<file path="src/rtl/cpt_pkg.sv">
`timescale 1ns / 1ps
package cpt_pkg;

  // Fixed field widths of the request and result ports
  localparam int unsigned REQ_W   = 2;
  localparam int unsigned ENT_W   = 9;
  localparam int unsigned COMP_W  = 3;
  localparam int unsigned DATA_W  = 64;
  localparam int unsigned QUERY_W = 8;
  localparam int unsigned TOTAL_W = 10;

  // Default sizing of the table
  localparam int unsigned DEF_MAX_ENTITIES   = 512;
  localparam int unsigned DEF_NUM_COMPONENTS = 8;
  localparam int unsigned DEF_PAYLOAD_BITS   = 64;

  typedef enum logic [REQ_W-1:0] {
    REQ_CREATE = 2'd0,
    REQ_INSERT = 2'd1,
    REQ_GET    = 2'd2,
    REQ_COUNT  = 2'd3
  } req_e;

  typedef enum logic [1:0] {
    ST_CLEAR,
    ST_IDLE,
    ST_ACCESS,
    ST_COUNT
  } cpt_state_e;

endpackage

</file>
<file path="src/rtl/cpt_ctrl.sv">
`timescale 1ns / 1ps
module cpt_ctrl import cpt_pkg::*; #(
  parameter int unsigned MAX_ENTITIES   = DEF_MAX_ENTITIES,
  parameter int unsigned NUM_COMPONENTS = DEF_NUM_COMPONENTS,
  parameter int unsigned PAYLOAD_BITS   = DEF_PAYLOAD_BITS,
  parameter int unsigned EW             = $clog2(MAX_ENTITIES),
  parameter int unsigned AW             = $clog2(MAX_ENTITIES * NUM_COMPONENTS)
) (
  input  logic                      clk_i,
  input  logic                      rst_ni,
  input  logic                      start_i,
  output logic                      busy_o,
  input  logic [REQ_W-1:0]          req_type_i,
  input  logic [ENT_W-1:0]          entity_i,
  input  logic [COMP_W-1:0]         component_i,
  input  logic [DATA_W-1:0]         payload_i,
  input  logic [QUERY_W-1:0]        query_mask_i,
  output logic [EW-1:0]             pres_addr_o,
  output logic                      pres_we_o,
  output logic [NUM_COMPONENTS-1:0] pres_wdata_o,
  input  logic [NUM_COMPONENTS-1:0] pres_rdata_i,
  output logic [AW-1:0]             pay_addr_o,
  output logic                      pay_we_o,
  output logic [PAYLOAD_BITS-1:0]   pay_wdata_o,
  input  logic [PAYLOAD_BITS-1:0]   pay_rdata_i,
  output logic                      done_o,
  output logic                      status_o,
  output logic [ENT_W-1:0]          new_entity_o,
  output logic                      present_o,
  output logic [DATA_W-1:0]         payload_out_o,
  output logic [TOTAL_W-1:0]        match_count_o,
  output logic [TOTAL_W-1:0]        entity_total_o
);

  localparam int unsigned CW = $clog2(MAX_ENTITIES + 1);
  localparam int unsigned PW = (NUM_COMPONENTS > QUERY_W) ? NUM_COMPONENTS : QUERY_W;
  localparam logic [QUERY_W-1:0] QMASK = (NUM_COMPONENTS >= QUERY_W) ? '1 :
                                         QUERY_W'((1 << NUM_COMPONENTS) - 1);

  cpt_state_e state_q, state_d;
  logic [CW-1:0] cnt_q, cnt_d;
  logic [CW-1:0] idx_q, idx_d;
  logic [CW-1:0] acc_q, acc_d;
  logic          done_q, done_d;
  req_e          req_q, req_d;
  logic [EW-1:0] ent_q, ent_d;
  logic [COMP_W-1:0] comp_q, comp_d;
  logic          ok_q, ok_d;
  logic [QUERY_W-1:0] query_q, query_d;

  logic                 status_q, status_d;
  logic [ENT_W-1:0]     new_q, new_d;
  logic                 present_q, present_d;
  logic [DATA_W-1:0]    payout_q, payout_d;
  logic [TOTAL_W-1:0]   match_q, match_d;
  logic [TOTAL_W-1:0]   total_q, total_d;

  logic                      accept;
  logic                      ent_ok;
  logic                      comp_ok;
  logic                      query_ok;
  logic [EW-1:0]             ent_addr;
  logic [NUM_COMPONENTS-1:0] comp_onehot;
  logic                      bit_set;
  logic [PW-1:0]             pres_wide;
  logic                      hit;
  logic [CW-1:0]             acc_hit;

  assign accept   = start_i && (state_q == ST_IDLE);
  assign ent_ok   = 32'(entity_i) < 32'(MAX_ENTITIES);
  assign comp_ok  = 32'(component_i) < 32'(NUM_COMPONENTS);
  assign query_ok = (query_mask_i & ~QMASK) == '0;
  assign ent_addr = EW'(entity_i);

  // The payload store is written straight away; only presence needs a read first.
  assign pay_addr_o  = AW'(32'(ent_addr) * 32'(NUM_COMPONENTS) + 32'(component_i));
  assign pay_we_o    = accept && (req_type_i == REQ_INSERT) && ent_ok && comp_ok;
  assign pay_wdata_o = PAYLOAD_BITS'(payload_i);

  assign comp_onehot = NUM_COMPONENTS'(1) << comp_q;
  assign bit_set     = |(pres_rdata_i & comp_onehot);
  assign pres_wide   = PW'(pres_rdata_i);
  assign hit         = (pres_wide[QUERY_W-1:0] & query_q) == query_q;
  assign acc_hit     = acc_q + CW'(hit);

  always_comb begin
    state_d   = state_q;
    cnt_d     = cnt_q;
    idx_d     = idx_q;
    acc_d     = acc_q;
    done_d    = 1'b0;
    req_d     = req_q;
    ent_d     = ent_q;
    comp_d    = comp_q;
    ok_d      = ok_q;
    query_d   = query_q;
    status_d  = status_q;
    new_d     = new_q;
    present_d = present_q;
    payout_d  = payout_q;
    match_d   = match_q;
    total_d   = total_q;
    busy_o    = 1'b1;
    pres_addr_o  = ent_q;
    pres_we_o    = 1'b0;
    pres_wdata_o = '0;

    case (state_q)
      ST_CLEAR: begin
        pres_addr_o = idx_q[EW-1:0];
        pres_we_o   = 1'b1;
        idx_d       = idx_q + CW'(1);
        if (idx_q[EW-1:0] == EW'(MAX_ENTITIES - 1)) begin
          idx_d   = '0;
          state_d = ST_IDLE;
        end
      end

      ST_IDLE: begin
        busy_o      = 1'b0;
        pres_addr_o = (req_type_i == REQ_COUNT) ? '0 : ent_addr;
        if (start_i) begin
          req_d     = req_e'(req_type_i);
          ent_d     = ent_addr;
          comp_d    = component_i;
          ok_d      = ent_ok && comp_ok;
          query_d   = query_mask_i;
          status_d  = 1'b0;
          new_d     = '0;
          present_d = 1'b0;
          payout_d  = '0;
          match_d   = '0;
          total_d   = TOTAL_W'(cnt_q);
          case (req_e'(req_type_i))
            REQ_CREATE: begin
              done_d = 1'b1;
              if (cnt_q == CW'(MAX_ENTITIES)) begin
                status_d = 1'b1;
              end else begin
                new_d   = ENT_W'(cnt_q);
                cnt_d   = cnt_q + CW'(1);
                total_d = TOTAL_W'(cnt_q + CW'(1));
              end
            end
            REQ_INSERT, REQ_GET: begin
              state_d = ST_ACCESS;
            end
            REQ_COUNT: begin
              // The walk starts with entity zero, read in this very cycle.
              if (query_ok && (cnt_q != '0)) begin
                idx_d   = CW'(1);
                acc_d   = '0;
                state_d = ST_COUNT;
              end else begin
                done_d = 1'b1;
              end
            end
            default: begin
              done_d = 1'b1;
            end
          endcase
        end
      end

      ST_ACCESS: begin
        done_d  = 1'b1;
        state_d = ST_IDLE;
        if (req_q == REQ_INSERT) begin
          pres_we_o    = ok_q;
          pres_wdata_o = pres_rdata_i | comp_onehot;
        end else begin
          present_d = ok_q && bit_set;
          payout_d  = (ok_q && bit_set) ? DATA_W'(pay_rdata_i) : '0;
        end
      end

      ST_COUNT: begin
        if (idx_q < cnt_q) begin
          pres_addr_o = idx_q[EW-1:0];
          idx_d       = idx_q + CW'(1);
          acc_d       = acc_hit;
        end else begin
          match_d = TOTAL_W'(acc_hit);
          done_d  = 1'b1;
          state_d = ST_IDLE;
        end
      end

      default: begin
        state_d = ST_IDLE;
      end
    endcase

    if (!accept && (state_q == ST_IDLE)) begin
      req_d = req_q;
    end
  end

  always_ff @(posedge clk_i or negedge rst_ni) begin
    if (!rst_ni) begin
      state_q <= ST_CLEAR;
      cnt_q   <= '0;
      idx_q   <= '0;
      done_q  <= 1'b0;
    end else begin
      state_q <= state_d;
      cnt_q   <= cnt_d;
      idx_q   <= idx_d;
      done_q  <= done_d;
    end
  end

  always_ff @(posedge clk_i) begin
    acc_q     <= acc_d;
    req_q     <= req_d;
    ent_q     <= ent_d;
    comp_q    <= comp_d;
    ok_q      <= ok_d;
    query_q   <= query_d;
    status_q  <= status_d;
    new_q     <= new_d;
    present_q <= present_d;
    payout_q  <= payout_d;
    match_q   <= match_d;
    total_q   <= total_d;
  end

  assign done_o         = done_q;
  assign status_o       = status_q;
  assign new_entity_o   = new_q;
  assign present_o      = present_q;
  assign payload_out_o  = payout_q;
  assign match_count_o  = match_q;
  assign entity_total_o = total_q;

endmodule

</file>
<file path="config.mk">
export PLATFORM = sky130hd
export DESIGN_NAME = cpt_ctrl
export DESIGN_NICKNAME = d
export VERILOG_FILES = /design/src/rtl/cpt_pkg.sv /design/src/rtl/cpt_ctrl.sv
export SDC_FILE = /design/constraint.sdc
export NUM_CORES = 1
export LEC_CHECK = 0
export ABC_AREA = 1
export BUFFER_PORTS_ARGS = -buffer_cell sky130_fd_sc_hd__buf_2
export CAP_MARGIN = 30
export CORE_ASPECT_RATIO = 0.75
export CORE_MARGIN = 2
export CORE_UTILIZATION = 40
export DETAILED_ROUTE_END_ITERATION = 12
export PLACE_DENSITY = 0.72
export SYNTH_ARGS = -nofsm -noshare
export SYNTH_HDL_FRONTEND = slang
export SYNTH_SLANG_ARGS = --single-unit
</file>
<file path="constraint.sdc">
create_clock -name clk_i -period 5.6 [get_ports clk_i]
set_clock_uncertainty 0.05 [all_clocks]
set_input_delay 0.84 -clock clk_i [delete_from_list [all_inputs] [get_ports clk_i]]
set_output_delay 0.84 -clock clk_i [all_outputs]
set_load 0.05 [all_outputs]
</file>
==> results of run 1 <==
cells in the mapped netlist, types with 2 or more instances:
library cell  number
nand2_1          127
nor2_4            49
dfrtp_1           23
xor2_1             8
o21ai_0           23
a22oi_1            9
nor3_1             7
buf_4             76
nand4_1           18
a21oi_1           12
nor2_1            77
clkbuf_1           3
buf_2              8
o22ai_1            2
inv_1            128
o21ai_2            5
buf_12             5
inv_2              5
nand3_1           40
nand3_4            2
nand2_2            5
ha_1              18
nand3_2            2
nor2_2             3
edfxtp_1         127
layout make-up:
type / count / share of cell area
Sequential cell: 150 / 0.4641
Multi-Input combinational cell: 421 / 0.2646
Timing Repair Buffer: 226 / 0.1201
Inverter: 134 / 0.05319
Clock buffer: 17 / 0.04499
Tap cell: 258 / 0.03414
Clock inverter: 15 / 0.01879
worst max-delay path: stages (launching register included):
cell	delay, ns
dfrtp_1	0.42
inv_1	0.14
ha_1	0.31
nand2_1	0.06
nor2_1	0.28
nand3_2	0.32
nand3_4	0.22
nand3_1	0.09
nand2_1	0.08
nor2_1	0.05
nor2_1	0.12
buf_2	0.28
worst max-delay path by stage:
stage | start | cells past startpoint | to
floorplan | state_q[0]$_DFFE_PN0P_ | 5 | payload_out_o[0]$_SDFFCE_PN0P_
global placement | req_type_i[0] | 8 | pres_addr_o[7]
detailed placement | req_type_i[0] | 8 | pres_addr_o[7]
CTS | cnt_q[8]$_DFFE_PN0P_ | 11 | pres_addr_o[7]
global route | cnt_q[8]$_DFFE_PN0P_ | 11 | pres_addr_o[7]
finish | cnt_q[8]$_DFFE_PN0P_ | 11 | pres_addr_o[7]
logic make-up after synthesis:
kind of cell / share of synthesized area
flip-flops: 0.5410
AO/OA/AOI/OAI: 0.04735
AND/OR/NAND/NOR: 0.2210
buffers and inverters: 0.1542
adder cells (fa/ha/maj): 0.02776
XOR/XNOR: 0.008637
metal layers:
metal,GRT usage,vias up,share of wire
li1,-,2831,-
met1,0.2242,2706,0.45
met2,0.2559,233,0.45
met3,0.04585,38,0.076
met4,0.06592,0,0.023
met5,0,-,0
per-stage QoR:
step,hold slack [ns],utilization
6_report,0.3689,0.4718
5_1_grt,0.3963,0.4718
4_1_cts,0.3745,0.4718
3_5_place_dp,0.4542,0.4417
3_3_place_gp,0.4402,0.4417
2_1_floorplan,0.4204,-
flip-flops by register name, indices dropped and copies added (netlist names), 9 cells and up:
signal          flops
idx_q              10
new_entity_o        9
payload_out_o      64
acc_q              10
cnt_q              10
match_count_o      10
ent_q               9
entity_total_o     10
power by group through the flow:
stage	combinational, mW	sequential (mW)	clock (mW)
2_1_floorplan	0.198	1.23	0
3_3_place_gp	0.123	1.23	0
3_5_place_dp	0.125	1.23	0
4_1_cts	0.126	1.21	1.17
5_1_grt	0.139	1.21	1.21
6_report	0.125	1.21	1.14
==> flow_metrics.py, run 1 <==
metrics = {
    "cells_and_area": {
        "drive_gt1_frac": 0.3458,
        "stdcell_area_um2": 9457,
        "layoutNonFillerInstCount": 1221,
        "regArea_um2": 4389,
        "layout_common_cells": "buf_2, inv_1, nand2_1, edfxtp_1, nor2_1",
        "layout_commonest_cell": "buf_2",
        "multiInputGateArea_um2": 2502,
        "area_delta_synth_final_pct": 16.56,
        "nFillCells": 1878,
        "diodes": 0,
        "finalNetCount": 1129,
    },
    "logic_synthesis": {
        "ys.flop_type": "edfxtp_1",
        "synth_area_leaders": "edfxtp_1, dfrtp_1, buf_4",
        "yosys_register_bits": 150,
        "synth-edff-count": 127,
        "syn_area_um2": 8113,
        "synth.largest_area_cell": "edfxtp_1",
        "synth_seq_area_share": 0.5410,
        "yosysWarnings": 0,
        "synth_cells": 799,
        "synth_top_area_frac": 0.4701,
        "synth_fp_nets": 978,
        "async_flop_share": 0.1533,
        "avgSynthCellArea_um2": 10.15,
        "synth.distinct_cells": 42,
    },
    "floorplanning": {
        "coreArea_um2": 20040,
        "die_y_um": 127.3,
        "io_pins": 353,
        "start_util": 0.4047,
        "die_x_um": 168.4,
        "std_cell_rows": 45,
        "die_area_um2": 21450,
    },
    "pwr": {
        "switching_share": 0.2502,
        "seqPwrFrac": 0.490,
        "switching_power_mw": 0.6178,
        "cellInternalPower_mw": 1.852,
        "p_leak_nw": 4.115,
        "max-vdd-ir-drop_uv": 137.7,
        "combPwrFrac": 0.051,
        "clkPwrFrac": 0.460,
        "total_power_mw": 2.470,
        "power_density_nw_per_um2": 261.2,
    },
    "grt": {
        "antenna_found_initial": 0,
        "grt.total_usage": 0.1662,
        "grt_pass1_wl_um": 27680,
        "grt_max_degree": 66,
        "grt_remaining_overflow": 0,
        "grt_pass1_vias": 5342,
    },
    "worst_hold_path": {
        "worstHoldPathType": "in -> async",
    },
    "timing": {
        "max_slew_margin": 0.3542,
        "fin_tns_setup_ns": 0,
        "slew_violations": 0,
        "fin_ws_ns": 1.916,
        "fin_crit_ns": 3.684,
        "finalCritPeriodShare": 0.6578,
        "worst_slew_pin_slew_ns": 0.9651,
        "max_freq_mhz": 271.5,
        "setup_viol_count_final": 0,
        "hold_violations": 0,
        "rsz0062_at_grt": "no",
    },
    "place": {
        "dpl.hpwl_um": 13260,
        "placed_area_um2": 8853,
        "io_buffers": 224,
        "dp.cells": 1189,
        "place.gp.congestion": 0.8930,
        "dp_slack_ns": 2.087,
    },
    "critical_path": {
        "path_max_fanout": 11,
        "reg2reg_from": "state_q[0]$_DFFE_PN0P_",
        "arrival_ns": 2.79,
        "start_kind": "flop",
        "r2r_setup_slack_ns": 2.56,
        "reg2regPathDepth": 5,
        "critPathKind": "reg -> out",
        "cp-end-kind": "primary output",
        "r2r_end": "acc_q[4]$_DFFE_PP_",
        "cp.required_ns": 4.71,
    },
    "routing": {
        "drc_errors": 0,
        "drtPass1Iterations": 6,
        "vias": 5808,
        "drt_iter0_drc": 460,
        "viasPerCell": 4.757,
        "routed_wl_um": 18120,
        "postRouteAntennaNets": 0,
        "routedWlPerCell_um": 14.84,
    },
    "clock_tree": {
        "cts_root_buf": "clkbuf_16",
        "cts_tree": "yes",
        "htree_levels": 4,
        "insertion_delay_ns": 0.42,
        "cts_buffer_depth": 2,
        "numCtsBuffers": 17,
        "clkSinkCount": 150,
        "clkTransAtPathRegs_ns": 0.07,
        "cts_hold_buffers": 0,
        "post_cts_buffers": 0,
        "cts_resized": 0,
    },
    "run": {
        "maxCapViolCount": 0,
    },
    "outcome": {
        "outcome": "completed",
    },
}
No activity file was read; power rests on OpenSTA's default activity.
==> inputs of run 2 (changes only) <==
- PLACE_DENSITY: 0.72 -> 0.69
- clock period: 5.6 -> 3.6 ns (I/O delays scaled with it)
==> run 2 against run 1 <==
Effect of this change: clock power grew 60%; register-to-register slack lost 1.6 ns; non-clock buffer count rose by 6; clock-buffer cell count unchanged; sequential share of layout area down 0.39 points; utilization rose by 0.40 points; worst setup slack got worse by 1.6 ns; combinational power rose by 56%; die area unchanged; global-route usage increased by 0.43 points.
==> flow_metrics.py, run 2 (synthesis gave the netlist of run 1 again) <==
metrics = {
    "outcome": {
        "outcome": "completed",
    },
    "routing": {
        "viasPerCell": 4.724,
        "drtPass1Iterations": 5,
        "dr_wl_met2_um": 8366,
        "drt_iter0_drc": 417,
        "drc_errors": 0,
        "postRouteAntennaNets": 0,
        "routed-wl-met3_um": 1247,
        "routed.top_layer": "met4",
        "routedWlPerCell_um": 14.72,
        "drt-met1-wl_um": 8202,
        "routed_wl_um": 18070,
        "vias": 5796,
    },
    "critical_path": {
        "cpMostUsedCell": "nor2_1",
        "path_max_fanout": 11,
        "reg2regPathDepth": 8,
        "critPathKind": "reg -> out",
        "cp-end-kind": "primary output",
        "start_kind": "flop",
        "critical-path-slowest-cell": "dfrtp_1",
        "arrival_ns": 2.68,
        "crit_chain": "inv_1, ha_1, nand2_1, nor2_1, nand3_2, nand3_4, nand3_1, nand2_1, nor2_1, nor2_1, buf_2",
        "cp_slowest_stage_delay_ns": 0.43,
        "cp.required_ns": 3.01,
    },
    "timing": {
        "fin_ws_ns": 0.3335,
        "fin_crit_ns": 3.267,
        "hold_violations": 0,
        "max_freq_mhz": 306.1,
        "slew_violations": 0,
        "finalCritPeriodShare": 0.9074,
        "fin_tns_setup_ns": 0,
        "rsz0062_at_grt": "no",
        "worst_slew_pin_slew_ns": 0.7437,
        "setup_viol_count_final": 0,
        "hold_slack_ns": 0.05129,
        "max_slew_margin": 0.5037,
    },
    "grt": {
        "grt.total_usage": 0.1705,
        "grt_remaining_overflow": 0,
        "antenna_found_initial": 0,
        "grt_max_degree": 66,
        "grt_pass1_wl_um": 28610,
        "grt_pass1_vias": 5470,
    },
    "cells_and_area": {
        "layout_common_cells": "buf_2, inv_1, nand2_1, edfxtp_1, nor2_1",
        "area_delta_synth_final_pct": 17.55,
        "layout_commonest_cell": "buf_2",
        "largest_register_ffs": 64,
        "nFillCells": 1869,
        "stdcell_area_um2": 9537,
        "drive_gt1_frac": 0.3498,
        "diodes": 0,
        "fin_util": 0.4758,
        "finalNetCount": 1135,
    },
    "place": {
        "dpl.hpwl_um": 13530,
        "io_buffers": 224,
        "placed_area_um2": 8915,
        "place.gp.congestion": 0.8965,
        "dp_slack_ns": 0.7907,
    },
    "clock_tree": {
        "cts_resized": 0,
        "cts_buffer_depth": 2,
        "clkSinkCount": 150,
        "cts_root_buf": "clkbuf_16",
        "cts_tree": "yes",
        "post_cts_buffers": 0,
        "htree_levels": 4,
        "insertion_delay_ns": 0.43,
        "numCtsBuffers": 17,
        "cts_hold_buffers": 0,
        "clkTransAtPathRegs_ns": 0.07,
    },
    "floorplanning": {
        "std_cell_rows": 45,
        "io_pins": 353,
        "die_x_um": 168.4,
        "die_area_um2": 21450,
        "start_util": 0.4047,
        "die_y_um": 127.3,
        "coreArea_um2": 20040,
    },
    "pwr": {
        "max-vdd-ir-drop_uv": 208.4,
        "p_leak_nw": 4.180,
        "power_density_nw_per_um2": 408.4,
    },
    "worst_hold_path": {
        "worstHoldPathType": "in -> async",
    },
    "run": {
        "maxCapViolCount": 0,
    },
}
-- run 2: changes by cell type in the layout (fill, tap and decap cells not counted), sizes merged --
cell      delta
buf          +6
clkinv       +3
clkinvlp     -3
-- run 2: worst max-delay path: cells and delay by family, from the launching register on --
family / cells / cell delay [ns]
buffers and inverters: 2 / 0.42
adder cells (fa/ha/maj): 1 / 0.29
flip-flops: 1 / 0.43
AND/OR/NAND/NOR: 8 / 1.11
-- run 2: path summary, 6_finish.rpt --
| kind | slack (ns) | startpoint | end |
|---|---|---|---|
| worst max register to register | 0.96 | cnt_q[8]$_DFFE_PN0P_ | match_count_o[7]$_DFFE_PP_ |
| worst min-delay path | 0.05 | rst_ni | idx_q[5]$_DFFE_PN0P_ |
| worst max-delay path | 0.33 | cnt_q[8]$_DFFE_PN0P_ | pres_addr_o[5] |
| worst min register to register | 0.46 | cnt_q[7]$_DFFE_PN0P_ | cnt_q[7]$_DFFE_PN0P_ |
| max in group asynchronous | 3.07 | rst_ni | cnt_q[1]$_DFFE_PN0P_ |
| min in group clk_i | 0.24 | query_mask_i[4] | query_q[4]$_DFFE_PP_ |
-- run 2: final cells by class --
type / count / area (um^2) / area share
flip-flops and latches: 150 / 4389 / 0.4602
inverters: 134 / 503.0 / 0.05274
well taps: 258 / 322.8 / 0.03385
clock inverters: 15 / 196.4 / 0.02060
clock buffers: 17 / 425.4 / 0.04461
multi-input cells: 421 / 2494 / 0.2615
repair buffers: 232 / 1206 / 0.1265
-- run 2: where the power goes --
part | internal [mW] | total, mW | switching (mW) | leakage [nW]
registers | 1.87 | 1.88 | 0.00733 | 1.25
clock network | 0.953 | 1.82 | 0.866 | 0.301
logic | 0.0693 | 0.195 | 0.125 | 2.63
total | 2.90 | 3.89 | 0.999 | 4.18
-- run 2: per-stage QoR --
stage	total power [mW]	instances
final	3.895	1227
after global placement	2.111	1195
after global routing	4.038	1227
after detailed placement	2.114	1195
after CTS	3.939	1227
after floorplan	2.226	799
-- run 2: metal layers --
| layer | vias up | track usage |
|---|---|---|
| li1 | 2824 | - |
| met1 | 2725 | 0.2350 |
| met2 | 219 | 0.2694 |
| met3 | 28 | 0.04151 |
| met4 | 0 | 0.05020 |
| met5 | - | 0 |
